[src/hdl/assert_macros.svh]
// ----------------------------------------------------------------------------
// Assertion macros
// Short forms for the concurrent assertions used in the texel address block.
// ----------------------------------------------------------------------------
`ifndef ASSERT_MACROS_SVH
`define ASSERT_MACROS_SVH

// The antecedent implies the consequent in the same cycle.
`define ASSERT_IMPLIES(label, ante, cons, msg) \
    label: assert property (@(posedge clk) disable iff (!rst_n) (ante) |-> (cons)) \
        else $error(msg);

// The antecedent implies the consequent in the following cycle.
`define ASSERT_NEXT(label, ante, cons, msg) \
    label: assert property (@(posedge clk) disable iff (!rst_n) (ante) |=> (cons)) \
        else $error(msg);

`endif

[src/hdl/cfta_pkg.sv]
// ----------------------------------------------------------------------------
// cfta_pkg
// Shared widths, types, register codes and the warp table of the cube face
// texel address generator.
// ----------------------------------------------------------------------------
package cfta_pkg;

    // Fixed point format of face coordinates.
    localparam int FRAC_BITS = 16;
    localparam int U_W       = FRAC_BITS + 1;
    localparam logic [U_W-1:0] ONE_Q  = {1'b1, {FRAC_BITS{1'b0}}};
    localparam logic [U_W-1:0] HALF_Q = {2'b01, {(FRAC_BITS-1){1'b0}}};

    // Field and register widths.
    localparam int POS_W       = 12;
    localparam int SIZE_W      = 13;
    localparam int ISX_W       = 15;
    localparam int ISY_W       = 14;
    localparam int BPT_W       = 3;
    localparam int FSEL_W      = 3;
    localparam int CFG_DATA_W  = 15;
    localparam int CFG_INDEX_W = 3;
    localparam int EXT_W       = 13;
    localparam int ORGX_W      = 15;
    localparam int ORGY_W      = 14;
    localparam int COL_W       = 15;
    localparam int ROW_W       = 14;
    localparam int LIN_W       = 30;
    localparam int DEST_W      = 26;
    localparam int SRC_OFF_W   = 30;
    localparam int SRC_CR_W    = 14;

    localparam int MAX_FACE_SIZE = 4096;

    // Reset values of the registers.
    localparam logic [SIZE_W-1:0] RST_FACE_SIZE = SIZE_W'(256);
    localparam logic [ISX_W-1:0]  RST_IMAGE_X   = ISX_W'(1024);
    localparam logic [ISY_W-1:0]  RST_IMAGE_Y   = ISY_W'(768);
    localparam logic [BPT_W-1:0]  RST_BPT       = BPT_W'(4);

    // Division by three: floor(v * 43691 / 2^17) is exact for v below 2^17.
    localparam int DIV3_W     = 16;
    localparam int DIV3_SHIFT = 17;
    localparam logic [DIV3_W-1:0] DIV3_RECIP = DIV3_W'(43691);
    localparam logic [EXT_W-1:0]  RST_EXT_Y  = EXT_W'(256);

    // Fraction division: DIV_STEPS quotient bits per pipeline slice.
    localparam int DIV_STEPS  = 4;
    localparam int DIV_SLICES = FRAC_BITS / DIV_STEPS;

    // Pipeline stage map.
    localparam int STG_WARP   = DIV_SLICES;
    localparam int STG_ADDR   = DIV_SLICES + 2;
    localparam int NUM_STAGES = DIV_SLICES + 5;

    // Warp table: entries 0..WARP_ENTRIES of f(k/N), N a power of two.
    localparam int WARP_ENTRIES = 1024;
    localparam int WARP_LOG2    = $clog2(WARP_ENTRIES);
    localparam int WARP_ADDR_W  = WARP_LOG2 + 1;
    localparam int WARP_SHIFT   = FRAC_BITS - WARP_LOG2;

    localparam longint unsigned K_SCALE_Q30 = 64'd1269470662;
    localparam longint unsigned K_GAIN_Q30  = 64'd1235983395;
    localparam int CORDIC_STEPS = 30;
    localparam int ATAN_TAB_N   = 10;
    localparam longint ATAN_Q30 [0:ATAN_TAB_N-1] = '{
        64'sd843314857, 64'sd497837829, 64'sd263043837, 64'sd133525159,
        64'sd67021687,  64'sd33543516,  64'sd16775851,  64'sd8388437,
        64'sd4194283,   64'sd2097149
    };

    typedef enum logic [CFG_INDEX_W-1:0] {
        REG_FACE_SELECT  = 3'd0,
        REG_FACE_SIZE_X  = 3'd1,
        REG_FACE_SIZE_Y  = 3'd2,
        REG_IMAGE_SIZE_X = 3'd3,
        REG_IMAGE_SIZE_Y = 3'd4,
        REG_BYTES_TEXEL  = 3'd5,
        REG_WARP_ENABLE  = 3'd6
    } reg_index_t;

    // Faces, named by their place in the cross.
    typedef enum logic [FSEL_W-1:0] {
        FACE_RIGHT  = 3'd0,
        FACE_LEFT   = 3'd1,
        FACE_TOP    = 3'd2,
        FACE_BOTTOM = 3'd3,
        FACE_FRONT  = 3'd4,
        FACE_BACK   = 3'd5
    } face_t;

    typedef struct packed {
        logic [SIZE_W-1:0] face_size_x;
        logic [SIZE_W-1:0] div_size_x;
        logic [SIZE_W-1:0] div_size_y;
        logic [EXT_W-1:0]  ext_x;
        logic [EXT_W-1:0]  ext_y;
        logic [ORGX_W-1:0] org_x;
        logic [ORGY_W-1:0] org_y;
        logic [ISX_W-1:0]  image_size_x;
        logic [BPT_W-1:0]  bytes_per_texel;
        logic              warp_enable;
    } cfg_t;

    typedef struct packed {
        logic                 sat;
        logic [POS_W-1:0]     rem;
        logic [FRAC_BITS-1:0] quo;
    } div_axis_t;

    typedef struct packed {
        div_axis_t x;
        div_axis_t y;
    } div_t;

    typedef logic [U_W-1:0] warp_lut_t [0:WARP_ENTRIES];

    // DIV_STEPS restoring steps of rem * 2^k / s, with rem below s.
    function automatic div_axis_t div_steps(div_axis_t d, logic [SIZE_W-1:0] s);
        div_axis_t      r;
        logic [POS_W:0] dbl;
        logic           ge;
        int             i;
        r = d;
        for (i = 0; i < DIV_STEPS; i++) begin
            dbl   = {r.rem, 1'b0};
            ge    = (dbl >= s);
            r.rem = ge ? POS_W'(dbl - s) : dbl[POS_W-1:0];
            r.quo = {r.quo[FRAC_BITS-2:0], ge};
        end
        return r;
    endfunction

    // Table of atan(1.18228668555*t)*1.151099238 in Q1.FRAC_BITS, built at
    // elaboration with an integer CORDIC in Q30 and rounded half up.
    function automatic warp_lut_t build_warp_lut();
        warp_lut_t       lut;
        longint          x;
        longint          y;
        longint          z;
        longint          ang;
        longint          a;
        longint          dx;
        longint          dy;
        longint unsigned v;
        int              k;
        int              i;
        for (k = 0; k <= WARP_ENTRIES; k++) begin
            z   = longint'((longint'(k) * K_SCALE_Q30) / WARP_ENTRIES);
            x   = 64'sd1 << 30;
            y   = z;
            ang = 0;
            for (i = 0; i < CORDIC_STEPS; i++) begin
                if (i < ATAN_TAB_N) begin
                    a = ATAN_Q30[i];
                end
                else begin
                    a = 64'sd1 << (30 - i);
                end
                dx = y >>> i;
                dy = x >>> i;
                if (y > 0) begin
                    x   = x + dx;
                    y   = y - dy;
                    ang = ang + a;
                end
                else begin
                    x   = x - dx;
                    y   = y + dy;
                    ang = ang - a;
                end
            end
            if (ang < 0) begin
                ang = 0;
            end
            v = (longint'(ang) * K_GAIN_Q30 + (64'd1 << (59 - FRAC_BITS)))
                >> (60 - FRAC_BITS);
            lut[k] = (v > longint'(ONE_Q)) ? ONE_Q : v[U_W-1:0];
        end
        return lut;
    endfunction

    localparam warp_lut_t WARP_LUT = build_warp_lut();

endpackage

[src/hdl/cfta_div_slice.sv]
// ----------------------------------------------------------------------------
// cfta_div_slice
// One registered slice of the fraction divider: a few quotient bits of
// pos / face_size for both axes.
// ----------------------------------------------------------------------------
module cfta_div_slice (
    input  logic                          clk,
    input  logic                          load,
    input  logic [cfta_pkg::SIZE_W-1:0]   size_x,
    input  logic [cfta_pkg::SIZE_W-1:0]   size_y,
    input  cfta_pkg::div_t                din,
    output cfta_pkg::div_t                dout
);

    cfta_pkg::div_t div_reg, div_next;

    always_comb
    begin
        div_next.x = cfta_pkg::div_steps(din.x, size_x);
        div_next.y = cfta_pkg::div_steps(din.y, size_y);
    end

    always_ff @(posedge clk)
    begin
        if (load) begin
            div_reg <= div_next;
        end
    end

    assign dout = div_reg;

endmodule

[config.mk]
export PLATFORM = sky130hd
export DESIGN_NAME = cfta_div_slice
export DESIGN_NICKNAME = d
export VERILOG_FILES = /design/src/hdl/assert_macros.svh /design/src/hdl/cfta_pkg.sv /design/src/hdl/cfta_div_slice.sv
export SDC_FILE = /design/constraint.sdc
export NUM_CORES = 1
export LEC_CHECK = 0
export BUFFER_PORTS_ARGS = -buffer_cell sky130_fd_sc_hd__buf_2
export CAP_MARGIN = 20
export CORE_MARGIN = 10
export CORE_UTILIZATION = 55
export DETAILED_ROUTE_END_ITERATION = 10
export GPL_TIMING_DRIVEN = 1
export PLACE_DENSITY = 0.81
export SLEW_MARGIN = 15
export SYNTH_ARGS = -nofsm -noshare
export SYNTH_HDL_FRONTEND = slang
export SYNTH_SLANG_ARGS = --single-unit
export TNS_END_PERCENT = 100
[constraint.sdc]
create_clock -name clk -period 28 [get_ports clk]
set_input_delay 2.8 -clock clk [delete_from_list [all_inputs] [get_ports clk]]
set_output_delay 2.8 -clock clk [all_outputs]
set_load 0.01 [all_outputs]
# Word-level counts from Yosys, hierarchy flattened

Cells that the tools add are included.

Output and inout port bits: 58
Bits of input ports: 86
Flip-flop bits (word level): 58

Magnitude comparators: 8
Add/sub/neg operators: 8
Mux-type cells: 8

Operator list:

| kind                               | number |
|---|---|
| 13-bit greater-or-equal comparator | 8 |
| 12-bit 2-to-1 mux                  | 8 |
| 12-bit subtractor                  | 8 |

# Depth between registers and ports, before layout

Depth after elaboration: 8
Depth in mapped cells: 42
Gate-level depth less buffers: 37

# Least setup slack after synthesis

OpenSTA, ideal clock, no wires.

Kind: input to register
Start point: input port size_x[1] (netlist bit)
End point: register div_reg (netlist bit dout[48]), data pin
Data arrival time: 10.647 ns
Path slack: 17.093 ns
Stages: 37
Path buffers: 4
Required time: 27.740 ns
Setup time: 0.260 ns
Cell sequence: inv_1 ha_1 nor2b_1 o31a_1 o31a_1 nor3_4 inv_2 mux2_2 ha_1 a21o_1 or2_1 o21a_1 o31ai_2 and2_1 buf_2 inv_2 buf_2 mux2_2 ha_1 or2_2 nor2b_1 o31a_1 o41ai_1 a21oi_1 clkbuf_1 and2_1 a31oi_1 ha_1 o21a_1 o31a_1 o21bai_1 a31o_2 a211oi_1 o31a_1 nor2_1 clkbuf_1 mux2_2

RTL lines:

| what                   | RTL line             | RTL |
|---|---|---|
| start: declaration     | cfta_div_slice.sv:9  | `input logic [cfta_pkg::SIZE_W-1:0] size_x,` |
| end signal: assignment | cfta_div_slice.sv:26 | `div_reg <= div_next;` |
| end: declaration       | cfta_div_slice.sv:15 | `cfta_pkg::div_t div_reg, div_next;` |

==> flow_summary.toml <==
[status]
outcome = "completed"

[worst_setup_path]
cp_data_arrival_time_ps = 12640
cp-start-kind = "primary input"
cp_max_fo = 16
critical-path-top-delay-family = "compound AO/OA/AOI/OAI gates"
end_kind = "flop"
cp_num_buf_inv = 6
critical_path_class = "primary input to flop"
slowest_stage = "a2111oi_4"
cp.required_ps = 28070
cp_common_cell = "a21oi_1"
cp_slowest_stage_delay_ps = 790

[timing]
finalSetupViolCount = 0
fin_tns_setup_ps = 0
finalCriticalPeriod_ps = 12570
hold-worst-slack_ps = 2650
drv_slew = 0
period_share_pct = 44.9
setup_slack_ps = 15430
slew_headroom_pct = 34.0
finalHoldViolCount = 0
tightest_slew_ps = 985
rsz0062_at_grt = "false"
fmaxAchievable_ghz = 0.0795

[die]
die_h_um = 133
core-area_um2 = 12600
die_x_um = 133
boundaryPins = 144
num_rows = 41
initial_core_util_pct = 56.0
die-area_um2 = 17800

[cells_and_area]
final_cells = 1108
nets = 1117
post_route_cells_drive_above_1_share_pct = 24.1
multi_input_area_um2 = 5070
nFillCells = 1127
final_util_pct = 65.0
final_area_um2 = 8210
largest_reg_flops = 58
syn2layout_area_growth_pct = 16.2
regArea_um2 = 1740
num_antenna_cells = 0
layout_common_cells = "135 x buf_2, 98 x ha_1, 74 x nor2_1"
final_common_cell = "buf_2"

[route]
wl_met2_mm = 9.35
vias_per_cell = 5.72
postRouteAntennaNets = 0
met3_length_um = 844
vias = 6342
wl_met1_mm = 7.58
drt_iter0_markers = 349
first_pass_iters = 6
dr.max_layer_used = "met4"
wl_per_cell_um = 16.3
route.detailed.drc = 0
wirelength_mm = 18.1

[placed_design]
place.gp.congestion = 0.931
io_buffers = 135
dpl_cell_area_um2 = 7910
dp_slack_ps = 15370
post-place-cells = 1091
dp_hpwl_mm = 14.8

[clock_network]
tritoncts = "yes"
htree_levels = 3
hold_buffers = 0
clock_path_buffers = 2
cts.sinks = 58
cts_repair_resize_count = 0
clk_pin_slew_ps = 50
cts_buffers = 9
cts_setup_buffers = 0
root_buffer = "clkbuf_16"

[power_and_ir_drop]
ir_drop_v = 0.000106
leakage_nw = 3.77
total_power_mw = 0.844
p_per_area_nw_per_um2 = 103

[synthesis]
syn_avg_cell_area_um2 = 8.88
synth.distinct_cells = 57
ys_seq_area_share_pct = 24.7
synth_warnings = 0
synth-edff-count = 58
async_reset_ff_share_pct = 0
ys.flop_type = "edfxtp_1"
synth_nets = 982
synth_seq_cells = 58
synthCells = 796
synth_area_um2 = 7070

[grt]
grt_max_degree = 59
antenna_found_initial = 0
grt_pass1_vias = 6268
grt_overflow = 0
grt.total_usage_pct = 19.8
grt_pass1_wl_mm = 29.8

[min_path]
hold_class = "primary input to flop"

[run]
maxCapViolations = 0
-- metal layers --
| layer | track usage [%] | vias to the layer above |
|---|---|---|
| met5 | 0 | - |
| met4 | 4.72 | 0 |
| li1 | - | 3243 |
| met1 | 22.3 | 2910 |
| met3 | 3.57 | 26 |
| met2 | 37.5 | 163 |
-- cells in the mapped netlist, types with 9 or more instances --
| cell type | instances | area share (%) |
|---|---|---|
| or2_2 | 12 | 1.1 |
| nand3_1 | 18 | 1.3 |
| inv_1 | 46 | 2.4 |
| or3_1 | 9 | 0.80 |
| o21a_1 | 15 | 1.6 |
| ha_1 | 98 | 17 |
| clkbuf_1 | 9 | 0.48 |
| nor2b_1 | 13 | 1.2 |
| mux2_2 | 47 | 7.5 |
| xor2_1 | 25 | 3.1 |
| nand2_1 | 42 | 2.2 |
| nand2b_1 | 12 | 1.1 |
| a21o_1 | 30 | 3.2 |
| a21oi_1 | 61 | 4.3 |
| nor3_1 | 27 | 1.9 |
| xnor2_1 | 41 | 5.1 |
| nand4_1 | 14 | 1.2 |
| nor2_1 | 74 | 3.9 |
| edfxtp_1 | 58 | 25 |
| o21ai_0 | 33 | 2.3 |
-- power breakdown --
| part | internal, mW | leakage (nW) | total (mW) | switching [mW] |
|---|---|---|---|---|
| combinational | 0.274 | 3.07 | 0.589 | 0.315 |
| sequential | 0.141 | 0.566 | 0.147 | 0.00508 |
| clock | 0.0686 | 0.142 | 0.108 | 0.0392 |
-- worst paths after layout --
kind,slack (ps),from,cells past startpoint,end
setup / recovery,15430,size_y[1],36,dout[27]$_DFFE_PP_
hold / removal,2650,din[4],1,dout[8]$_DFFE_PP_
-- layout make-up --
cell class,count,area share (%)
multi-input cells,674,61.8
flip-flops and latches,58,21.2
repair buffers,138,8.51
clock buffers,9,2.74
well taps,172,2.62
inverters,50,2.29
clock inverters,7,0.838
-- cell families (layout without fill, tap and decap cells) --
family | after synthesis | after routing | synth area share, %
adder cells (fa/ha/maj) | 100 | 100 | 17.9
AND/OR/NAND/NOR | 238 | 238 | 16.3
buffers and inverters | 64 | 204 | 3.58
XOR/XNOR | 66 | 66 | 8.18
flip-flops | 58 | 58 | 24.7
multiplexers | 54 | 54 | 8.57
AO/OA/AOI/OAI | 216 | 216 | 20.8
Note: power is estimated with default switching activity, not from simulation.
