**config.mk**
```make
export PLATFORM = sky130hd
export DESIGN_NAME = cfta_addr
export DESIGN_NICKNAME = d
export VERILOG_FILES = /design/src/hdl/assert_macros.svh /design/src/hdl/cfta_pkg.sv /design/src/hdl/cfta_addr.sv
export SDC_FILE = /design/constraint.sdc
export NUM_CORES = 2
export LEC_CHECK = 0
export BUFFER_PORTS_ARGS = -buffer_cell sky130_fd_sc_hd__buf_2
export CAP_MARGIN = 10
export CORE_MARGIN = 2
export CORE_UTILIZATION = 35
export DETAILED_ROUTE_END_ITERATION = 7
export PLACE_DENSITY_LB_ADDON = 0.3
export SYNTH_ARGS = -nofsm -noshare
export SYNTH_HDL_FRONTEND = slang
export SYNTH_SLANG_ARGS = --single-unit
```
**constraint.sdc**
```tcl
create_clock -name clk -period 11.8 [get_ports clk]
set_input_delay 0.59 -clock clk [delete_from_list [all_inputs] [get_ports clk]]
set_output_delay 0.59 -clock clk [all_outputs]
set_load 0.01 [all_outputs]
```
**src/hdl/assert_macros.svh**
```systemverilog
// ----------------------------------------------------------------------------
// Assertion macros
// Short forms for the concurrent assertions used in the texel address block.
// ----------------------------------------------------------------------------
`ifndef ASSERT_MACROS_SVH
`define ASSERT_MACROS_SVH

// The antecedent implies the consequent in the same cycle.
`define ASSERT_IMPLIES(label, ante, cons, msg) \
    label: assert property (@(posedge clk) disable iff (!rst_n) (ante) |-> (cons)) \
        else $error(msg);

// The antecedent implies the consequent in the following cycle.
`define ASSERT_NEXT(label, ante, cons, msg) \
    label: assert property (@(posedge clk) disable iff (!rst_n) (ante) |=> (cons)) \
        else $error(msg);

`endif

```
**src/hdl/cfta_pkg.sv**
```systemverilog
// ----------------------------------------------------------------------------
// cfta_pkg
// Shared widths, types, register codes and the warp table of the cube face
// texel address generator.
// ----------------------------------------------------------------------------
package cfta_pkg;

    // Fixed point format of face coordinates.
    localparam int FRAC_BITS = 16;
    localparam int U_W       = FRAC_BITS + 1;
    localparam logic [U_W-1:0] ONE_Q  = {1'b1, {FRAC_BITS{1'b0}}};
    localparam logic [U_W-1:0] HALF_Q = {2'b01, {(FRAC_BITS-1){1'b0}}};

    // Field and register widths.
    localparam int POS_W       = 12;
    localparam int SIZE_W      = 13;
    localparam int ISX_W       = 15;
    localparam int ISY_W       = 14;
    localparam int BPT_W       = 3;
    localparam int FSEL_W      = 3;
    localparam int CFG_DATA_W  = 15;
    localparam int CFG_INDEX_W = 3;
    localparam int EXT_W       = 13;
    localparam int ORGX_W      = 15;
    localparam int ORGY_W      = 14;
    localparam int COL_W       = 15;
    localparam int ROW_W       = 14;
    localparam int LIN_W       = 30;
    localparam int DEST_W      = 26;
    localparam int SRC_OFF_W   = 30;
    localparam int SRC_CR_W    = 14;

    localparam int MAX_FACE_SIZE = 4096;

    // Reset values of the registers.
    localparam logic [SIZE_W-1:0] RST_FACE_SIZE = SIZE_W'(256);
    localparam logic [ISX_W-1:0]  RST_IMAGE_X   = ISX_W'(1024);
    localparam logic [ISY_W-1:0]  RST_IMAGE_Y   = ISY_W'(768);
    localparam logic [BPT_W-1:0]  RST_BPT       = BPT_W'(4);

    // Division by three: floor(v * 43691 / 2^17) is exact for v below 2^17.
    localparam int DIV3_W     = 16;
    localparam int DIV3_SHIFT = 17;
    localparam logic [DIV3_W-1:0] DIV3_RECIP = DIV3_W'(43691);
    localparam logic [EXT_W-1:0]  RST_EXT_Y  = EXT_W'(256);

    // Fraction division: DIV_STEPS quotient bits per pipeline slice.
    localparam int DIV_STEPS  = 4;
    localparam int DIV_SLICES = FRAC_BITS / DIV_STEPS;

    // Pipeline stage map.
    localparam int STG_WARP   = DIV_SLICES;
    localparam int STG_ADDR   = DIV_SLICES + 2;
    localparam int NUM_STAGES = DIV_SLICES + 5;

    // Warp table: entries 0..WARP_ENTRIES of f(k/N), N a power of two.
    localparam int WARP_ENTRIES = 1024;
    localparam int WARP_LOG2    = $clog2(WARP_ENTRIES);
    localparam int WARP_ADDR_W  = WARP_LOG2 + 1;
    localparam int WARP_SHIFT   = FRAC_BITS - WARP_LOG2;

    localparam longint unsigned K_SCALE_Q30 = 64'd1269470662;
    localparam longint unsigned K_GAIN_Q30  = 64'd1235983395;
    localparam int CORDIC_STEPS = 30;
    localparam int ATAN_TAB_N   = 10;
    localparam longint ATAN_Q30 [0:ATAN_TAB_N-1] = '{
        64'sd843314857, 64'sd497837829, 64'sd263043837, 64'sd133525159,
        64'sd67021687,  64'sd33543516,  64'sd16775851,  64'sd8388437,
        64'sd4194283,   64'sd2097149
    };

    typedef enum logic [CFG_INDEX_W-1:0] {
        REG_FACE_SELECT  = 3'd0,
        REG_FACE_SIZE_X  = 3'd1,
        REG_FACE_SIZE_Y  = 3'd2,
        REG_IMAGE_SIZE_X = 3'd3,
        REG_IMAGE_SIZE_Y = 3'd4,
        REG_BYTES_TEXEL  = 3'd5,
        REG_WARP_ENABLE  = 3'd6
    } reg_index_t;

    // Faces, named by their place in the cross.
    typedef enum logic [FSEL_W-1:0] {
        FACE_RIGHT  = 3'd0,
        FACE_LEFT   = 3'd1,
        FACE_TOP    = 3'd2,
        FACE_BOTTOM = 3'd3,
        FACE_FRONT  = 3'd4,
        FACE_BACK   = 3'd5
    } face_t;

    typedef struct packed {
        logic [SIZE_W-1:0] face_size_x;
        logic [SIZE_W-1:0] div_size_x;
        logic [SIZE_W-1:0] div_size_y;
        logic [EXT_W-1:0]  ext_x;
        logic [EXT_W-1:0]  ext_y;
        logic [ORGX_W-1:0] org_x;
        logic [ORGY_W-1:0] org_y;
        logic [ISX_W-1:0]  image_size_x;
        logic [BPT_W-1:0]  bytes_per_texel;
        logic              warp_enable;
    } cfg_t;

    typedef struct packed {
        logic                 sat;
        logic [POS_W-1:0]     rem;
        logic [FRAC_BITS-1:0] quo;
    } div_axis_t;

    typedef struct packed {
        div_axis_t x;
        div_axis_t y;
    } div_t;

    typedef logic [U_W-1:0] warp_lut_t [0:WARP_ENTRIES];

    // DIV_STEPS restoring steps of rem * 2^k / s, with rem below s.
    function automatic div_axis_t div_steps(div_axis_t d, logic [SIZE_W-1:0] s);
        div_axis_t      r;
        logic [POS_W:0] dbl;
        logic           ge;
        int             i;
        r = d;
        for (i = 0; i < DIV_STEPS; i++) begin
            dbl   = {r.rem, 1'b0};
            ge    = (dbl >= s);
            r.rem = ge ? POS_W'(dbl - s) : dbl[POS_W-1:0];
            r.quo = {r.quo[FRAC_BITS-2:0], ge};
        end
        return r;
    endfunction

    // Table of atan(1.18228668555*t)*1.151099238 in Q1.FRAC_BITS, built at
    // elaboration with an integer CORDIC in Q30 and rounded half up.
    function automatic warp_lut_t build_warp_lut();
        warp_lut_t       lut;
        longint          x;
        longint          y;
        longint          z;
        longint          ang;
        longint          a;
        longint          dx;
        longint          dy;
        longint unsigned v;
        int              k;
        int              i;
        for (k = 0; k <= WARP_ENTRIES; k++) begin
            z   = longint'((longint'(k) * K_SCALE_Q30) / WARP_ENTRIES);
            x   = 64'sd1 << 30;
            y   = z;
            ang = 0;
            for (i = 0; i < CORDIC_STEPS; i++) begin
                if (i < ATAN_TAB_N) begin
                    a = ATAN_Q30[i];
                end
                else begin
                    a = 64'sd1 << (30 - i);
                end
                dx = y >>> i;
                dy = x >>> i;
                if (y > 0) begin
                    x   = x + dx;
                    y   = y - dy;
                    ang = ang + a;
                end
                else begin
                    x   = x - dx;
                    y   = y + dy;
                    ang = ang - a;
                end
            end
            if (ang < 0) begin
                ang = 0;
            end
            v = (longint'(ang) * K_GAIN_Q30 + (64'd1 << (59 - FRAC_BITS)))
                >> (60 - FRAC_BITS);
            lut[k] = (v > longint'(ONE_Q)) ? ONE_Q : v[U_W-1:0];
        end
        return lut;
    endfunction

    localparam warp_lut_t WARP_LUT = build_warp_lut();

endpackage

```
**src/hdl/cfta_addr.sv**
```systemverilog
// ----------------------------------------------------------------------------
// cfta_addr
// Scales the face coordinates to the face extent, saturates, adds the face
// origin and forms the byte offset of the source texel.
// ----------------------------------------------------------------------------
module cfta_addr (
    input  logic                             clk,
    input  logic [2:0]                       load,
    input  logic [cfta_pkg::U_W-1:0]         u_x,
    input  logic [cfta_pkg::U_W-1:0]         u_y,
    input  cfta_pkg::cfg_t                   cfg,
    output logic [cfta_pkg::SRC_OFF_W-1:0]   src_offset,
    output logic [cfta_pkg::SRC_CR_W-1:0]    src_col,
    output logic [cfta_pkg::SRC_CR_W-1:0]    src_row
);

    localparam int PROD_W = cfta_pkg::EXT_W + cfta_pkg::U_W;
    localparam int C_W    = PROD_W - cfta_pkg::FRAC_BITS;

    logic [PROD_W-1:0]               prod_x, prod_y;
    logic [cfta_pkg::EXT_W-1:0]      cx, cy;
    logic [cfta_pkg::COL_W-1:0]      col_next;
    logic [cfta_pkg::ROW_W-1:0]      row_next;
    logic [cfta_pkg::COL_W-1:0]      col1_reg, col2_reg, col3_reg;
    logic [cfta_pkg::ROW_W-1:0]      row1_reg, row2_reg, row3_reg;
    logic [cfta_pkg::LIN_W-1:0]      lin_prod;
    logic [cfta_pkg::LIN_W-1:0]      lin_next, lin_reg;
    logic [cfta_pkg::LIN_W+cfta_pkg::BPT_W-1:0] off_full;
    logic [cfta_pkg::SRC_OFF_W-1:0]  off_reg;

    // Saturate a scaled position to extent - 1, or 0 for an empty extent.
    function automatic logic [cfta_pkg::EXT_W-1:0] sat_pos(
        logic [C_W-1:0] c, logic [cfta_pkg::EXT_W-1:0] ext);
        logic [cfta_pkg::EXT_W-1:0] r;
        if (c >= C_W'(ext)) begin
            r = (ext == '0) ? '0 : ext - 1'b1;
        end
        else begin
            r = c[cfta_pkg::EXT_W-1:0];
        end
        return r;
    endfunction

    always_comb
    begin
        prod_x   = cfg.ext_x * u_x;
        prod_y   = cfg.ext_y * u_y;
        cx       = sat_pos(prod_x[PROD_W-1:cfta_pkg::FRAC_BITS], cfg.ext_x);
        cy       = sat_pos(prod_y[PROD_W-1:cfta_pkg::FRAC_BITS], cfg.ext_y);
        col_next = cfg.org_x + cfta_pkg::COL_W'(cx);
        row_next = cfg.org_y + cfta_pkg::ROW_W'(cy);
    end

    always_ff @(posedge clk)
    begin
        if (load[0]) begin
            col1_reg <= col_next;
            row1_reg <= row_next;
        end
    end

    assign lin_prod = row1_reg * cfg.image_size_x;
    assign lin_next = lin_prod + cfta_pkg::LIN_W'(col1_reg);

    always_ff @(posedge clk)
    begin
        if (load[1]) begin
            lin_reg  <= lin_next;
            col2_reg <= col1_reg;
            row2_reg <= row1_reg;
        end
    end

    assign off_full = lin_reg * cfg.bytes_per_texel;

    always_ff @(posedge clk)
    begin
        if (load[2]) begin
            off_reg  <= off_full[cfta_pkg::SRC_OFF_W-1:0];
            col3_reg <= col2_reg;
            row3_reg <= row2_reg;
        end
    end

    assign src_offset = off_reg;
    assign src_col    = col3_reg[cfta_pkg::SRC_CR_W-1:0];
    assign src_row    = row3_reg;

endmodule

```
; After elaboration in Yosys (flattened, before gate mapping)
; Index checks and enable logic that the tools add are counted.
[totals]
ff_bits = 145
out_inout_bits = 58
word_cells = 25
[classes]
add_sub_neg = 5
n_mul = 4
n_lt_le_gt_ge = 2
n_mux = 4
reduce_logical = 2
[ops]
columns = cell, count
row1 = multiplier 13 x 17 -> 30 bit, 2
row2 = 2-to-1 mux 13 bit, 4
row3 = adder 29 x 15 -> 30 bit, 1
row4 = multiplier 30 x 3 -> 30 bit, 1
row5 = multiplier 14 x 15 -> 29 bit, 1
row6 = greater-or-equal comparator 14 x 13 -> 1 bit, 2
row7 = logical NOT 13 bit, 2
row8 = "subtractor 13 x 1 -> 13 bit, second input constant", 2
row9 = adder 15 x 13 -> 15 bit, 1
row10 = adder 14 x 13 -> 14 bit, 1

; Logic depth before layout (Yosys ltp)
[logic_depth]
depth_word = 4
mapped_depth = 43
ltp_nobuf = 40

; Worst setup path before layout
; No wires, ideal clock.
[synth_timing]
path_kind = in2reg
startpoint = input cfg[52] (netlist name)
endpoint = register row1_reg[13] (netlist name) (data pin)
arrival_ps = 9355
slack_ps = 2173
cell_stages = 37
cell_sequence = clkbuf_1 -> clkbuf_1 -> nand2_1 -> fa_1 -> inv_1 -> fa_1 -> fa_1 -> fa_1 -> inv_1 -> fa_1 -> inv_1 -> ha_1 -> and2_1 -> a221oi_1 -> o21ai_1 -> a211oi_2 -> nor2_1 -> xnor2_1 -> ha_1 -> a21oi_1 -> o21ai_0 -> a2111o_1 -> a31oi_1 -> o21ai_0 -> a211oi_4 -> buf_6 -> mux2_1 -> ha_1 -> a21o_1 -> a21oi_1 -> o21bai_1 -> a21oi_1 -> o21bai_1 -> a211o_1 -> a211oi_1 -> nor4_1 -> or4b_1
[synth_via]
elab_chain_len = 4
[synth_lines]
columns = element, line
row1 = from (decl), cfta_addr.sv:11  ; input cfta_pkg::cfg_t cfg,
row2 = "multiplier 13 x 17 -> 30 bit, or another cell as far along", cfta_addr.sv:47  ; prod_y = cfg.ext_y * u_y;
row3 = greater-or-equal comparator 14 x 13 -> 1 bit / 2-to-1 mux 13 bit (equally long branches), "cfta_addr.sv:35, cfta_addr.sv:36"
row4 = 2-to-1 mux 13 bit (*), cfta_addr.sv:35  ; if (c >= C_W'(ext)) begin
row5 = adder 14 x 13 -> 14 bit (*), cfta_addr.sv:51  ; row_next = cfg.org_y + cfta_pkg::ROW_W'(cy);
row6 = via row_next (one bit), cfta_addr.sv:23  ; logic [cfta_pkg::ROW_W-1:0] row_next;
row7 = to (signal assigned), cfta_addr.sv:58  ; row1_reg <= row_next;
row8 = to (decl), cfta_addr.sv:25  ; logic [cfta_pkg::ROW_W-1:0] row1_reg, row2_reg, row3_reg;
; The timed path passes the listed nets; every way through them passes the cells marked *.
; A chain may end at the register's enable or synchronous reset.

; Worst setup path after layout
; Same ends and word-level chain as after synthesis.

==> impl_metrics.sql <==
INSERT INTO impl_metrics (metric_group, metric, value, unit) VALUES
('clock_network', 'holdBufCountCts', '0', ''),
('cells_and_area', 'area_growth_syn_to_layout', '7.907', '%'),
('timing', 'tightest_slew', '0.8600', 'ns'),
('place', 'place.gp.congestion', '0.8223', ''),
('global_routing', 'grt_max_degree', '59', ''),
('worst_setup_path', 'stage_delay_of_the_slowest_cell_on_the_critical_path', '0.66', 'ns'),
('floorplan', 'starting_density_of_the_core', '0.3516', ''),
('place', 'hpwl', '55500', 'µm'),
('worst_setup_path', 'critPathSlowestCell', 'sky130_fd_sc_hd__a211oi_4', ''),
('synthesis', 'ys_types', '67', ''),
('detailed_routing', 'route.detailed.vias_per_inst', '4.675', ''),
('detailed_routing', 'dr.first_iter.drc_count', '792', ''),
('timing', 'slew_violations', '0', ''),
('timing', 'worst_clock_skew', '0.01792', 'ns'),
('synthesis', 'yosys_register_bits', '145', ''),
('global_routing', 'grtUsageTotal', '0.1630', ''),
('global_routing', 'grt_pass1_vias', '21610', ''),
('detailed_routing', 'drt_pre_antenna_iters', '5', ''),
('place', 'buffer_ports.inserted', '168', ''),
('floorplan', 'dieHeight', '296.0', 'µm'),
('global_routing', 'grt_first_pass_wirelength', '113200', 'µm'),
('cells_and_area', 'finish.cell_count_without_fillers', '4419', ''),
('detailed_routing', 'routedWlPerCell', '15.47', 'µm'),
('floorplan', 'coreArea', '0.08488', 'mm²'),
('timing', 'final_setup_vio_count', '0', ''),
('synthesis', 'synth_edf_count', '145', ''),
('timing', 'final_hold_vio_count', '0', ''),
('clock_network', 'cts_sinks', '145', ''),
('timing', 'achievable-frequency', '99.07', 'MHz'),
('floorplan', 'num_io_pins', '209', ''),
('worst_setup_path', 'worst_path_most_repeated_cell', 'sky130_fd_sc_hd__fa_1', ''),
('clock_network', 'ctsHtreeMaxLevel', '4', ''),
('synthesis', 'ys_dominant_reg_cell', 'sky130_fd_sc_hd__edfxtp_1', ''),
('worst_setup_path', 'critPathArrivalTime', '10.28', 'ns'),
('flow_run', 'drv_cap', '0', ''),
('clock_network', 'cts_setup_buffers', '0', ''),
('worst_setup_path', 'worst_ep_required_time', '11.98', 'ns'),
('clock_network', 'clock_tree_from_tritoncts', 'built', ''),
('timing', 'rsz0062_at_grt', 'no', ''),
('cells_and_area', 'layout.core_utilization', '0.3794', ''),
('worst_setup_path', 'crit_family', 'compound AO/OA/AOI/OAI gates', ''),
('global_routing', 'antenna_found_initial', '12', ''),
('synthesis', 'yosys_warnings', '0', ''),
('synthesis', 'synth.cell_area', '0.02984', 'mm²'),
('floorplan', 'die_width', '296.0', 'µm'),
('worst_setup_path', 'critical_path_class', 'in2reg', ''),
('status', 'status', 'complete, no violations', ''),
('clock_network', 'cts_repair_resize_count', '0', ''),
('timing', 'fin_setup_tns', '0', 'ns'),
('worst_setup_path', 'cp_max_fo', '20', ''),
('detailed_routing', 'antenna_left', '0', ''),
('floorplan', 'fp-row-count', '107', ''),
('timing', 'period_minus_slack', '10.09', 'ns'),
('detailed_routing', 'post-route-drc-count', '0', ''),
('clock_network', 'cts.clk_slew.worst_paths', '0.07', 'ns'),
('worst_setup_path', 'cp-end-kind', 'flop', ''),
('place', 'placement.cell_area', '0.03165', 'mm²'),
('synthesis', 'synthesized_netlist_net_count', '4199', ''),
('clock_network', 'clk_root_buffer_cell', 'sky130_fd_sc_hd__clkbuf_16', ''),
('floorplan', 'design.die.area', '0.08762', 'mm²'),
('global_routing', 'overflow', '0', ''),
('cells_and_area', 'drive_gt1_frac', '0.06787', ''),
('synthesis', 'synth_async_sr_flop_share', '0', ''),
('synthesis', 'synth_seq_area_share', '0.1459', ''),
('timing', 'layout_worst_path_cycle_share', '0.8554', ''),
('detailed_routing', 'dr_total_vias', '20660', ''),
('clock_network', 'cts-buffers-inserted', '17', ''),
('clock_network', 'clock_latency', '0.45', 'ns'),
('hold_path', 'hold_path_class', 'reg2reg', ''),
('cells_and_area', 'layout.nets', '4260', ''),
('synthesis', 'synthesis.area_per_instance', '9.335', 'µm²'),
('synthesis', 'syn_inst', '3197', ''),
('clock_network', 'cts.path.max_buffers', '2', ''),
('place', 'dpl.cell_count', '4383', ''),
('timing', 'slew-limit-headroom', '0.4119', ''),
('worst_setup_path', 'critical_path.startpoint_type', 'input pin', ''),
('cells_and_area', 'final.fill_count', '8686', ''),
('worst_setup_path', 'bufs_and_invs_on_worst_path', '4', ''),
('cells_and_area', 'finish.instance_area', '0.03220', 'mm²'),
('detailed_routing', 'finalWirelength', '68350', 'µm');
## routing by layer
metal / wire length (µm) / track usage / vias to the layer above
li1: - / - / 9953
met1: 32690 / 0.2262 / 10270
met2: 31580 / 0.2710 / 365
met3: 3238 / 0.02631 / 59
met4: 772 / 0.02882 / 10
met5: 66 / 0 / -
## cell usage in the layout, fill, tap and decap left out, drive strengths merged, types with 10 or more instances in the layout
master,count
a211oi,11
a21o,42
a21oi,89
and2,306
buf,172
clkbuf,18
edfxtp,145
fa,527
ha,324
inv,684
mux2,25
nand2,485
nand2b,17
nand3,30
nand4,10
nor2,65
nor3,16
o21a,11
o21ai,42
o21bai,14
or3,17
xnor2,75
xor2,41
## through the flow
| stage | hold WS, ns | worst slack (ns) |
|---|---|---|
| after global routing | 0.4194 | 1.092 |
| after floorplan | 0.4003 | 2.173 |
| after global placement | 0.4029 | 1.286 |
| after CTS | 0.4102 | 1.694 |
| after detailed placement | 0.4045 | 1.213 |
| final | 0.4146 | 1.706 |
## logic make-up after synthesis
kind of cell    count (synthesis)  synth area share
compound gates                276           0.06129
xor+xnor                      116           0.03404
fa+ha+maj                     851            0.4893
buf+inv                       805            0.1017
flops                         145            0.1459
mux                            28           0.01044
simple gates                  976            0.1573
## layout make-up
type,instances,area (µm²),share of cell area
Inverter,675,2534,0.07867
Multi-Input combinational cell,2247,22460,0.6973
Sequential cell,145,4354,0.1352
Clock buffer,18,429.2,0.01333
Antenna cell,4,10.01,0.0003108
Clock inverter,14,120.1,0.003730
Tap cell,1144,1431,0.04445
Timing Repair Buffer,172,870.8,0.02704
## cell usage after synthesis, types with 4 or more instances
cell | count | area [µm²]
sky130_fd_sc_hd__mux2_2 | 7 | 78.83
sky130_fd_sc_hd__and2_1 | 306 | 1914
sky130_fd_sc_hd__o21a_1 | 11 | 82.58
sky130_fd_sc_hd__edfxtp_1 | 145 | 4354
sky130_fd_sc_hd__nand4_1 | 10 | 62.56
sky130_fd_sc_hd__xnor2_1 | 75 | 656.9
sky130_fd_sc_hd__a21oi_1 | 89 | 445.4
sky130_fd_sc_hd__o211ai_1 | 8 | 60.06
sky130_fd_sc_hd__inv_1 | 675 | 2534
sky130_fd_sc_hd__o31ai_1 | 7 | 52.55
sky130_fd_sc_hd__nand2_1 | 485 | 1821
sky130_fd_sc_hd__clkbuf_1 | 122 | 457.9
sky130_fd_sc_hd__nand3b_1 | 4 | 30.03
sky130_fd_sc_hd__and4_1 | 4 | 35.03
sky130_fd_sc_hd__nor2b_1 | 5 | 31.28
sky130_fd_sc_hd__o21ai_1 | 4 | 20.02
sky130_fd_sc_hd__a31oi_1 | 8 | 50.05
sky130_fd_sc_hd__o21ai_0 | 38 | 190.2
sky130_fd_sc_hd__nand2b_1 | 17 | 106.4
sky130_fd_sc_hd__xor2_1 | 41 | 359.1
sky130_fd_sc_hd__or3_1 | 17 | 106.4
sky130_fd_sc_hd__a21o_1 | 42 | 315.3
sky130_fd_sc_hd__and3_1 | 8 | 50.05
sky130_fd_sc_hd__fa_1 | 527 | 10550
sky130_fd_sc_hd__mux2_1 | 18 | 202.7
sky130_fd_sc_hd__ha_1 | 324 | 4054
sky130_fd_sc_hd__nor3_1 | 16 | 80.08
sky130_fd_sc_hd__o21bai_1 | 14 | 105.1
sky130_fd_sc_hd__buf_1 | 4 | 15.01
sky130_fd_sc_hd__a211oi_1 | 8 | 60.06
sky130_fd_sc_hd__nand3_1 | 30 | 150.1
sky130_fd_sc_hd__a221oi_1 | 4 | 35.03
sky130_fd_sc_hd__nor2_1 | 65 | 244.0
## worst paths after layout
| path | from | end | slack, ns | depth (start not counted) |
|---|---|---|---|---|
| worst max-delay path | cfg[52] | row1_reg[13] | 1.71 | 35 |
| worst min-delay path | row2_reg[10] | src_row[10] | 0.41 | 0 |
| worst min register to register | row2_reg[10] | src_row[10] | 0.41 | 0 |
| worst max register to register | row1_reg[3] | lin_reg[26] | 5.13 | 20 |
Power is not shown: default switching activity piles up to over one toggle a cycle in this logic, so the estimate is an artifact.
