$ cat config.mk
export PLATFORM = sky130hd
export DESIGN_NAME = cfta_cfg
export DESIGN_NICKNAME = d
export VERILOG_FILES = /design/src/hdl/assert_macros.svh /design/src/hdl/cfta_pkg.sv /design/src/hdl/cfta_cfg.sv
export SDC_FILE = /design/constraint.sdc
export NUM_CORES = 1
export LEC_CHECK = 0
export BUFFER_PORTS_ARGS = -buffer_cell sky130_fd_sc_hd__buf_4
export CAP_MARGIN = 5
export CORE_MARGIN = 2
export CORE_UTILIZATION = 62
export DETAILED_ROUTE_END_ITERATION = 7
export GPL_TIMING_DRIVEN = 0
export PLACE_DENSITY = 0.87
export SETUP_SLACK_MARGIN = 0.02
export SLEW_MARGIN = 25
export SYNTH_ARGS = -nofsm -noshare
export SYNTH_HDL_FRONTEND = slang
export SYNTH_SLANG_ARGS = --single-unit
$ cat constraint.sdc
create_clock -name clk -period 8.67 [get_ports clk]
set_clock_uncertainty 0.2 [all_clocks]
set_input_delay 0.867 -clock clk [delete_from_list [all_inputs] [get_ports clk]]
set_output_delay 0.867 -clock clk [all_outputs]
set_load 0.02 [all_outputs]
$ cat src/hdl/assert_macros.svh
// ----------------------------------------------------------------------------
// Assertion macros
// Short forms for the concurrent assertions used in the texel address block.
// ----------------------------------------------------------------------------
`ifndef ASSERT_MACROS_SVH
`define ASSERT_MACROS_SVH

// The antecedent implies the consequent in the same cycle.
`define ASSERT_IMPLIES(label, ante, cons, msg) \
    label: assert property (@(posedge clk) disable iff (!rst_n) (ante) |-> (cons)) \
        else $error(msg);

// The antecedent implies the consequent in the following cycle.
`define ASSERT_NEXT(label, ante, cons, msg) \
    label: assert property (@(posedge clk) disable iff (!rst_n) (ante) |=> (cons)) \
        else $error(msg);

`endif

$ cat src/hdl/cfta_pkg.sv
// ----------------------------------------------------------------------------
// cfta_pkg
// Shared widths, types, register codes and the warp table of the cube face
// texel address generator.
// ----------------------------------------------------------------------------
package cfta_pkg;

    // Fixed point format of face coordinates.
    localparam int FRAC_BITS = 16;
    localparam int U_W       = FRAC_BITS + 1;
    localparam logic [U_W-1:0] ONE_Q  = {1'b1, {FRAC_BITS{1'b0}}};
    localparam logic [U_W-1:0] HALF_Q = {2'b01, {(FRAC_BITS-1){1'b0}}};

    // Field and register widths.
    localparam int POS_W       = 12;
    localparam int SIZE_W      = 13;
    localparam int ISX_W       = 15;
    localparam int ISY_W       = 14;
    localparam int BPT_W       = 3;
    localparam int FSEL_W      = 3;
    localparam int CFG_DATA_W  = 15;
    localparam int CFG_INDEX_W = 3;
    localparam int EXT_W       = 13;
    localparam int ORGX_W      = 15;
    localparam int ORGY_W      = 14;
    localparam int COL_W       = 15;
    localparam int ROW_W       = 14;
    localparam int LIN_W       = 30;
    localparam int DEST_W      = 26;
    localparam int SRC_OFF_W   = 30;
    localparam int SRC_CR_W    = 14;

    localparam int MAX_FACE_SIZE = 4096;

    // Reset values of the registers.
    localparam logic [SIZE_W-1:0] RST_FACE_SIZE = SIZE_W'(256);
    localparam logic [ISX_W-1:0]  RST_IMAGE_X   = ISX_W'(1024);
    localparam logic [ISY_W-1:0]  RST_IMAGE_Y   = ISY_W'(768);
    localparam logic [BPT_W-1:0]  RST_BPT       = BPT_W'(4);

    // Division by three: floor(v * 43691 / 2^17) is exact for v below 2^17.
    localparam int DIV3_W     = 16;
    localparam int DIV3_SHIFT = 17;
    localparam logic [DIV3_W-1:0] DIV3_RECIP = DIV3_W'(43691);
    localparam logic [EXT_W-1:0]  RST_EXT_Y  = EXT_W'(256);

    // Fraction division: DIV_STEPS quotient bits per pipeline slice.
    localparam int DIV_STEPS  = 4;
    localparam int DIV_SLICES = FRAC_BITS / DIV_STEPS;

    // Pipeline stage map.
    localparam int STG_WARP   = DIV_SLICES;
    localparam int STG_ADDR   = DIV_SLICES + 2;
    localparam int NUM_STAGES = DIV_SLICES + 5;

    // Warp table: entries 0..WARP_ENTRIES of f(k/N), N a power of two.
    localparam int WARP_ENTRIES = 1024;
    localparam int WARP_LOG2    = $clog2(WARP_ENTRIES);
    localparam int WARP_ADDR_W  = WARP_LOG2 + 1;
    localparam int WARP_SHIFT   = FRAC_BITS - WARP_LOG2;

    localparam longint unsigned K_SCALE_Q30 = 64'd1269470662;
    localparam longint unsigned K_GAIN_Q30  = 64'd1235983395;
    localparam int CORDIC_STEPS = 30;
    localparam int ATAN_TAB_N   = 10;
    localparam longint ATAN_Q30 [0:ATAN_TAB_N-1] = '{
        64'sd843314857, 64'sd497837829, 64'sd263043837, 64'sd133525159,
        64'sd67021687,  64'sd33543516,  64'sd16775851,  64'sd8388437,
        64'sd4194283,   64'sd2097149
    };

    typedef enum logic [CFG_INDEX_W-1:0] {
        REG_FACE_SELECT  = 3'd0,
        REG_FACE_SIZE_X  = 3'd1,
        REG_FACE_SIZE_Y  = 3'd2,
        REG_IMAGE_SIZE_X = 3'd3,
        REG_IMAGE_SIZE_Y = 3'd4,
        REG_BYTES_TEXEL  = 3'd5,
        REG_WARP_ENABLE  = 3'd6
    } reg_index_t;

    // Faces, named by their place in the cross.
    typedef enum logic [FSEL_W-1:0] {
        FACE_RIGHT  = 3'd0,
        FACE_LEFT   = 3'd1,
        FACE_TOP    = 3'd2,
        FACE_BOTTOM = 3'd3,
        FACE_FRONT  = 3'd4,
        FACE_BACK   = 3'd5
    } face_t;

    typedef struct packed {
        logic [SIZE_W-1:0] face_size_x;
        logic [SIZE_W-1:0] div_size_x;
        logic [SIZE_W-1:0] div_size_y;
        logic [EXT_W-1:0]  ext_x;
        logic [EXT_W-1:0]  ext_y;
        logic [ORGX_W-1:0] org_x;
        logic [ORGY_W-1:0] org_y;
        logic [ISX_W-1:0]  image_size_x;
        logic [BPT_W-1:0]  bytes_per_texel;
        logic              warp_enable;
    } cfg_t;

    typedef struct packed {
        logic                 sat;
        logic [POS_W-1:0]     rem;
        logic [FRAC_BITS-1:0] quo;
    } div_axis_t;

    typedef struct packed {
        div_axis_t x;
        div_axis_t y;
    } div_t;

    typedef logic [U_W-1:0] warp_lut_t [0:WARP_ENTRIES];

    // DIV_STEPS restoring steps of rem * 2^k / s, with rem below s.
    function automatic div_axis_t div_steps(div_axis_t d, logic [SIZE_W-1:0] s);
        div_axis_t      r;
        logic [POS_W:0] dbl;
        logic           ge;
        int             i;
        r = d;
        for (i = 0; i < DIV_STEPS; i++) begin
            dbl   = {r.rem, 1'b0};
            ge    = (dbl >= s);
            r.rem = ge ? POS_W'(dbl - s) : dbl[POS_W-1:0];
            r.quo = {r.quo[FRAC_BITS-2:0], ge};
        end
        return r;
    endfunction

    // Table of atan(1.18228668555*t)*1.151099238 in Q1.FRAC_BITS, built at
    // elaboration with an integer CORDIC in Q30 and rounded half up.
    function automatic warp_lut_t build_warp_lut();
        warp_lut_t       lut;
        longint          x;
        longint          y;
        longint          z;
        longint          ang;
        longint          a;
        longint          dx;
        longint          dy;
        longint unsigned v;
        int              k;
        int              i;
        for (k = 0; k <= WARP_ENTRIES; k++) begin
            z   = longint'((longint'(k) * K_SCALE_Q30) / WARP_ENTRIES);
            x   = 64'sd1 << 30;
            y   = z;
            ang = 0;
            for (i = 0; i < CORDIC_STEPS; i++) begin
                if (i < ATAN_TAB_N) begin
                    a = ATAN_Q30[i];
                end
                else begin
                    a = 64'sd1 << (30 - i);
                end
                dx = y >>> i;
                dy = x >>> i;
                if (y > 0) begin
                    x   = x + dx;
                    y   = y - dy;
                    ang = ang + a;
                end
                else begin
                    x   = x - dx;
                    y   = y + dy;
                    ang = ang - a;
                end
            end
            if (ang < 0) begin
                ang = 0;
            end
            v = (longint'(ang) * K_GAIN_Q30 + (64'd1 << (59 - FRAC_BITS)))
                >> (60 - FRAC_BITS);
            lut[k] = (v > longint'(ONE_Q)) ? ONE_Q : v[U_W-1:0];
        end
        return lut;
    endfunction

    localparam warp_lut_t WARP_LUT = build_warp_lut();

endpackage

$ cat src/hdl/cfta_cfg.sv
// ----------------------------------------------------------------------------
// cfta_cfg
// Configuration registers and the values derived from them: clamped face
// sizes, face extent in the cross and the face origin.
// ----------------------------------------------------------------------------
module cfta_cfg (
    input  logic                                clk,
    input  logic                                rst_n,
    input  logic                                cfg_we,
    input  logic [cfta_pkg::CFG_INDEX_W-1:0]    cfg_index,
    input  logic [cfta_pkg::CFG_DATA_W-1:0]     cfg_data,
    output cfta_pkg::cfg_t                      cfg
);

    logic [cfta_pkg::FSEL_W-1:0]  face_select_reg, face_select_next;
    logic [cfta_pkg::SIZE_W-1:0]  face_size_x_reg, face_size_x_next;
    logic [cfta_pkg::SIZE_W-1:0]  face_size_y_reg, face_size_y_next;
    logic [cfta_pkg::ISX_W-1:0]   image_size_x_reg, image_size_x_next;
    logic [cfta_pkg::ISY_W-1:0]   image_size_y_reg, image_size_y_next;
    logic [cfta_pkg::BPT_W-1:0]   bpt_reg, bpt_next;
    logic                         warp_enable_reg, warp_enable_next;
    logic [cfta_pkg::EXT_W-1:0]   ext_y_reg, ext_y_next;
    logic [cfta_pkg::ISY_W+cfta_pkg::DIV3_W-1:0] third_prod;
    logic [cfta_pkg::EXT_W-1:0]   ext_x;

    function automatic logic [cfta_pkg::SIZE_W-1:0] clamp_size(
        logic [cfta_pkg::SIZE_W-1:0] s);
        logic [cfta_pkg::SIZE_W-1:0] r;
        if (s == '0) begin
            r = cfta_pkg::SIZE_W'(1);
        end
        else if (s > cfta_pkg::SIZE_W'(cfta_pkg::MAX_FACE_SIZE)) begin
            r = cfta_pkg::SIZE_W'(cfta_pkg::MAX_FACE_SIZE);
        end
        else begin
            r = s;
        end
        return r;
    endfunction

    always_comb
    begin
        face_select_next  = face_select_reg;
        face_size_x_next  = face_size_x_reg;
        face_size_y_next  = face_size_y_reg;
        image_size_x_next = image_size_x_reg;
        image_size_y_next = image_size_y_reg;
        bpt_next          = bpt_reg;
        warp_enable_next  = warp_enable_reg;
        if (cfg_we) begin
            case (cfta_pkg::reg_index_t'(cfg_index))
                cfta_pkg::REG_FACE_SELECT:  face_select_next  = cfg_data[cfta_pkg::FSEL_W-1:0];
                cfta_pkg::REG_FACE_SIZE_X:  face_size_x_next  = cfg_data[cfta_pkg::SIZE_W-1:0];
                cfta_pkg::REG_FACE_SIZE_Y:  face_size_y_next  = cfg_data[cfta_pkg::SIZE_W-1:0];
                cfta_pkg::REG_IMAGE_SIZE_X: image_size_x_next = cfg_data[cfta_pkg::ISX_W-1:0];
                cfta_pkg::REG_IMAGE_SIZE_Y: image_size_y_next = cfg_data[cfta_pkg::ISY_W-1:0];
                cfta_pkg::REG_BYTES_TEXEL:  bpt_next          = cfg_data[cfta_pkg::BPT_W-1:0];
                cfta_pkg::REG_WARP_ENABLE:  warp_enable_next  = cfg_data[0];
                default: ;
            endcase
        end
        // A third of the image height, kept ready for the row extent.
        third_prod = image_size_y_next * cfta_pkg::DIV3_RECIP;
        ext_y_next = third_prod[cfta_pkg::DIV3_SHIFT +: cfta_pkg::EXT_W];
    end

    always_ff @(posedge clk or negedge rst_n)
    begin
        if (!rst_n) begin
            face_select_reg  <= '0;
            face_size_x_reg  <= cfta_pkg::RST_FACE_SIZE;
            face_size_y_reg  <= cfta_pkg::RST_FACE_SIZE;
            image_size_x_reg <= cfta_pkg::RST_IMAGE_X;
            image_size_y_reg <= cfta_pkg::RST_IMAGE_Y;
            bpt_reg          <= cfta_pkg::RST_BPT;
            warp_enable_reg  <= 1'b0;
            ext_y_reg        <= cfta_pkg::RST_EXT_Y;
        end
        else begin
            face_select_reg  <= face_select_next;
            face_size_x_reg  <= face_size_x_next;
            face_size_y_reg  <= face_size_y_next;
            image_size_x_reg <= image_size_x_next;
            image_size_y_reg <= image_size_y_next;
            bpt_reg          <= bpt_next;
            warp_enable_reg  <= warp_enable_next;
            ext_y_reg        <= ext_y_next;
        end
    end

    assign ext_x = image_size_x_reg[cfta_pkg::ISX_W-1:2];

    always_comb
    begin
        cfg.face_size_x     = face_size_x_reg;
        cfg.div_size_x      = clamp_size(face_size_x_reg);
        cfg.div_size_y      = clamp_size(face_size_y_reg);
        cfg.ext_x           = ext_x;
        cfg.ext_y           = ext_y_reg;
        cfg.image_size_x    = image_size_x_reg;
        cfg.bytes_per_texel = bpt_reg;
        cfg.warp_enable     = warp_enable_reg;
        case (cfta_pkg::face_t'(face_select_reg))
            cfta_pkg::FACE_RIGHT:
            begin
                cfg.org_x = cfta_pkg::ORGX_W'({ext_x, 1'b0});
                cfg.org_y = cfta_pkg::ORGY_W'(ext_y_reg);
            end
            cfta_pkg::FACE_LEFT:
            begin
                cfg.org_x = '0;
                cfg.org_y = cfta_pkg::ORGY_W'(ext_y_reg);
            end
            cfta_pkg::FACE_TOP:
            begin
                cfg.org_x = cfta_pkg::ORGX_W'(ext_x);
                cfg.org_y = '0;
            end
            cfta_pkg::FACE_BOTTOM:
            begin
                cfg.org_x = cfta_pkg::ORGX_W'(ext_x);
                cfg.org_y = cfta_pkg::ORGY_W'({ext_y_reg, 1'b0});
            end
            cfta_pkg::FACE_FRONT:
            begin
                cfg.org_x = cfta_pkg::ORGX_W'(ext_x);
                cfg.org_y = cfta_pkg::ORGY_W'(ext_y_reg);
            end
            cfta_pkg::FACE_BACK:
            begin
                cfg.org_x = cfta_pkg::ORGX_W'({ext_x, 1'b0}) + cfta_pkg::ORGX_W'(ext_x);
                cfg.org_y = cfta_pkg::ORGY_W'(ext_y_reg);
            end
            default:
            begin
                cfg.org_x = '0;
                cfg.org_y = '0;
            end
        endcase
    end

endmodule

After elaboration in Yosys (flattened, before gate mapping)
Index checks and enable logic that the tools add are counted.

word-level totals
  register bits = 75
  output and inout bits = 113

operators by class
  $add $sub $neg = 1
  $mul = 1
  magnitude comparators = 2
  eq/ne operators = 11
  multiplexer cells = 7
  reduce and logical (&&, ||, !) cells = 10

operator list
  kind                                                   number
  one-hot mux 29 bit (6 select lines)                    1
  2-to-1 mux 13 bit                                      4
  multiplier 14 x 16 -> 30 bit, second input constant    1
  2-to-1 mux 14 bit                                      2
  greater-than comparator 13 bit, second input constant  2
  zero test 13 bit                                       2
  adder 14 x 13 -> 15 bit                                1
  == test 3 bit, second input constant                   5
  == test 3 x 2 -> 1 bit, second input constant          4
  AND reduction 2 bit                                    6
  == test 3 x 1 -> 1 bit, second input constant          2
  zero test 3 bit                                        2

Logic depth before layout (Yosys ltp)
  depth in word-level cells = 4
  mapped depth = 28
  gate-level depth less buffers = 24

Worst setup path before layout
No wires, ideal clock.

  path kind = input port to flip-flop
  start = input port cfg_index[0] in the netlist's numbering
  end = register ext_y_reg[6] in the netlist's numbering
  library setup time = 0.128 ns
  arrival = 7.125 ns
  path slack = 1.218 ns
  stages = 26
  buffers on the path = 4
  cell sequence = and4bb_1 -> buf_6 -> clkbuf_1 -> clkbuf_1 -> mux2_2 -> ha_1 -> and2_1 -> nor2_1 -> ha_1 -> or2_2 -> clkbuf_1 -> inv_1 -> fa_1 -> inv_1 -> fa_1 -> fa_1 -> fa_1 -> ha_1 -> a21o_1 -> a31oi_1 -> o21ai_0 -> o31a_1 -> or2_4 -> a31oi_4 -> o21bai_1 -> xor2_1

on the way
  longest elaborated chain between the ends = 4

ends and longest elaborated chain
  what                          RTL line        source
  start, declared               cfta_cfg.sv:10  input logic [cfta_pkg::CFG_INDEX_W-1:0] cfg_index,
  == test 3 bit                 cfta_cfg.sv:51  case (cfta_pkg::reg_index_t'(cfg_index))
  2-to-1 mux 14 bit             cfta_cfg.sv:51
  2-to-1 mux 14 bit             cfta_cfg.sv:50  if (cfg_we) begin
  multiplier 14 x 16 -> 30 bit  cfta_cfg.sv:63  third_prod = image_size_y_next * cfta_pkg::DIV3_RECIP;
  via third_prod, one bit       cfta_cfg.sv:23  logic [cfta_pkg::ISY_W+cfta_pkg::DIV3_W-1:0] third_prod;
  end signal, assigned          cfta_cfg.sv:77  ext_y_reg <= cfta_pkg::RST_EXT_Y;
  end signal, assigned          cfta_cfg.sv:87  ext_y_reg <= ext_y_next;
  end, declared                 cfta_cfg.sv:22  logic [cfta_pkg::EXT_W-1:0] ext_y_reg, ext_y_next;

The timed path passes the listed nets, and every way through them passes these cells.
A chain may end at the register's enable or synchronous reset.

Final worst setup path
  start = input port cfg_index[0] in the netlist's numbering
  end = register ext_y_reg[9] in the netlist's numbering

The elaborated chain is that of the path after synthesis.

==> flow_summary.ini <==
[floorplan]
ioPinCount = 134
die_h_um = 113
core_mm2 = 0.0116
rows = 39
die_area_mm2 = 0.0129
initial_core_util_pct = 64.2
die_w_um = 113

[final_layout]
layout-drive-gt1-share_pct = 26.8
area_growth_syn_to_layout_pct = 20.1
largest_reg_flops = 15
fillers = 725
nNetsFinal = 1061
multiInputGateArea_mm2 = 0.00497
diodes = 0
seqCellArea_mm2 = 0.00189

[synth]
synth_top_family_by_area = adder cells
synth-edff-count = 0
yosysSeqAreaShare_pct = 25.4
synth_fa_ha_area_share_pct = 31.5
synth_warnings = 0
synth_cell_types = 53
synthesis.nets = 917
syn-mean-instance-area_um2 = 10.0
synthArstFlopShare_pct = 100
synthSimpleGateAreaFrac_pct = 10.6
synth_compound_area_share_pct = 9.40
syn_area_mm2 = 0.00742
synthXorXnorAreaFrac_pct = 4.95
synth_cells = 739
ys_ff_latch = 75
synth_mux_area_share_pct = 10.4
synthFlopType = dfrtp_1

[grt]
grt_pass1_vias = 6503
grt_overflow = 0
grt_max_degree = 76
grt_pass1_wl_mm = 31.5
grt_use_total_pct = 30.9
grt_use_met3_pct = 4.94
grt_most_used_layer = met2
grt_use_met2_pct = 53.7
use_met1_pct = 37.7
antenna_found_initial = 0

[clocking]
cts_buffers = 9
htreeDepth = 3
clk_latency_ps = 330
cts_sinks = 75
cts_tree = built
post_cts_buffers = 0
clockRootBuffer = clkbuf_16
clk_path_buf_depth = 2
clk_pin_slew_ps = 60

[drt]
dr.pass1.iters = 5
postRouteAntennaNets = 0
dr_total_vias = 6075
routed_wl_mm = 19.1
drt_iter0_drc = 451
wl_per_cell_um = 18.5
remaining_drc_errors = 0
viasPerCell = 5.89

[critical_path]
path_buf_inv = 7
cpMostUsedCell = fa_1
reg2reg_to = ext_y_reg[9]
max_stage_delay_ps = 580
crit_family = adder cells
worstPathRequired_ps = 8720
reg2reg_slack_ps = 2200
critPathKind = input pin to flop
worstSetupStartpointType = input pin
r2r_cells = 22
cp.arrival_ps = 8230
critPathCaptureType = flop
slowest_stage = fa_1
critPathMaxFanout = 10
r2r_start = image_size_y_reg[10]

[timing]
setup_slack_ps = 491
max_freq_mhz = 122
timing_worst_slew_pin_value_ps = 846
drv_slew = 0
period_needed_ps = 8180
rsz0062_at_grt = no
tns_ps = 0
setup_viol = 0
hold_violations = 0
slew_headroom_pct = 42.0
holdWs_ps = 315
finalCritPeriodShare_pct = 94.3

[placed_design]
dpl_worst_slack_ps = 149
io_buffers = 133
place.gp.congestion = 0.883
hpwl_mm = 14.7

[worst_hold_path]
min_from = warp_enable_reg
min_to = warp_enable_reg
min_path_type = flop to flop
min_path_cells = 1

[run_status]
status = finished clean

[flow_run]
drv_cap = 0
[through the flow]
stage / cells / utilization, % / instance area, µm²
after CTS: 1031 / 77.1 / 8910
after detailed placement: 1015 / 74.4 / 8600
final: 1031 / 77.1 / 8920
after floorplan: 739 / - / 7420
after global placement: 1015 / 74.4 / 8600
after global routing: 1031 / 77.1 / 8920
[cell families (layout without fill, tap and decap cells)]
kind of cell	count (synthesis)	in the layout
AOI/OAI and AO/OA	107	107
xor gates and xnor gates	42	42
buffers and inverters	135	284
and+or+nand+nor	152	152
adders and majority gates	158	158
muxes	70	70
DFF	75	75
[final cells by class]
class,instances,share of cell area [%]
multi-input combinational,529,55.8
sequential,75,21.1
timing repair buffer,133,11.2
inverter,100,4.21
clock buffer,10,2.68
buffer,35,2.16
tap,143,2.01
clock inverter,6,0.800
[layout by cell type (no fill, tap or decap), types with 3 or more instances in the layout]
cell / count
nor2_1: 22
a31oi_1: 5
nand4_1: 3
o21bai_1: 3
nor3_1: 10
nor2b_1: 33
mux2i_1: 11
and3_1: 5
xnor2_1: 28
nor4_1: 6
o21ai_0: 29
dfrtp_1: 68
nand3_1: 7
a21oi_1: 32
a211oi_1: 3
nand4b_1: 4
inv_1: 99
mux2_2: 59
clkbuf_1: 19
o31ai_1: 5
a21o_1: 13
o21a_1: 3
ha_1: 108
and2_1: 3
buf_4: 146
nand2_1: 46
xor2_1: 14
dfstp_2: 7
clkbuf_16: 9
fa_1: 49
[metal layers]
layer | share of wire [%] | wire (µm)
met5 | 0 | 0
met4 | 3.5 | 663
met1 | 39 | 7400
met2 | 52 | 9890
met3 | 6.0 | 1160
[worst reg2reg max path, delay by kind of cell, from the launching register on]
| kind | cells | cell delay [ps] |
|---|---|---|
| buf+inv | 5 | 390 |
| flops | 1 | 410 |
| compound gates | 7 | 1550 |
| mux | 1 | 430 |
| simple gates | 1 | 160 |
| xor+xnor | 1 | 160 |
| fa+ha+maj | 7 | 3090 |
[synth_stat cells, drive strengths merged, types with 2 or more instances]
cell type,count,area share [%]
o21a,3,0.30
nand2b,2,0.17
o31ai,5,0.51
fa,49,13
o21bai,3,0.30
a21o,13,1.3
nor4,6,0.51
nand2,46,2.3
o21ai,29,2.0
nand4,3,0.25
and3,5,0.42
xnor2,28,3.3
nor3b,2,0.20
ha,108,18
or3,2,0.17
inv,99,5.0
xor2,14,1.7
clkbuf,20,1.0
nand4b,4,0.47
o211ai,2,0.20
or2,2,0.20
a211oi,3,0.30
mux2,59,8.9
nor2b,33,2.8
a31oi,7,0.99
nand3b,2,0.20
nor3,10,0.67
and2,3,0.25
buf,15,1.6
mux2i,11,1.5
dfstp,7,2.5
nand3,7,0.47
a21oi,33,2.3
dfrtp,68,23
nor2,22,1.1
[repair_timing]
action | 4_1_cts | 5_1_grt
setup endpoints to repair | 0 | 3
hold buffers | 0 | 0
gates resized for setup | 0 | 2
[worst max path at each step]
stage                             from            end  slack [ps]  depth (start not counted)
after global placement    cfg_index[0]  ext_y_reg[12]         350                         28
after global routing      cfg_index[0]   ext_y_reg[9]          90                         27
after CTS                 cfg_index[0]   ext_y_reg[9]         380                         27
final                     cfg_index[0]   ext_y_reg[9]         490                         27
after detailed placement  cfg_index[0]  ext_y_reg[12]         150                         28
after floorplan           cfg_index[0]   ext_y_reg[6]        1220                         26
Power is not shown: default switching activity piles up to over one toggle a cycle in this logic, so the estimate is an artifact.
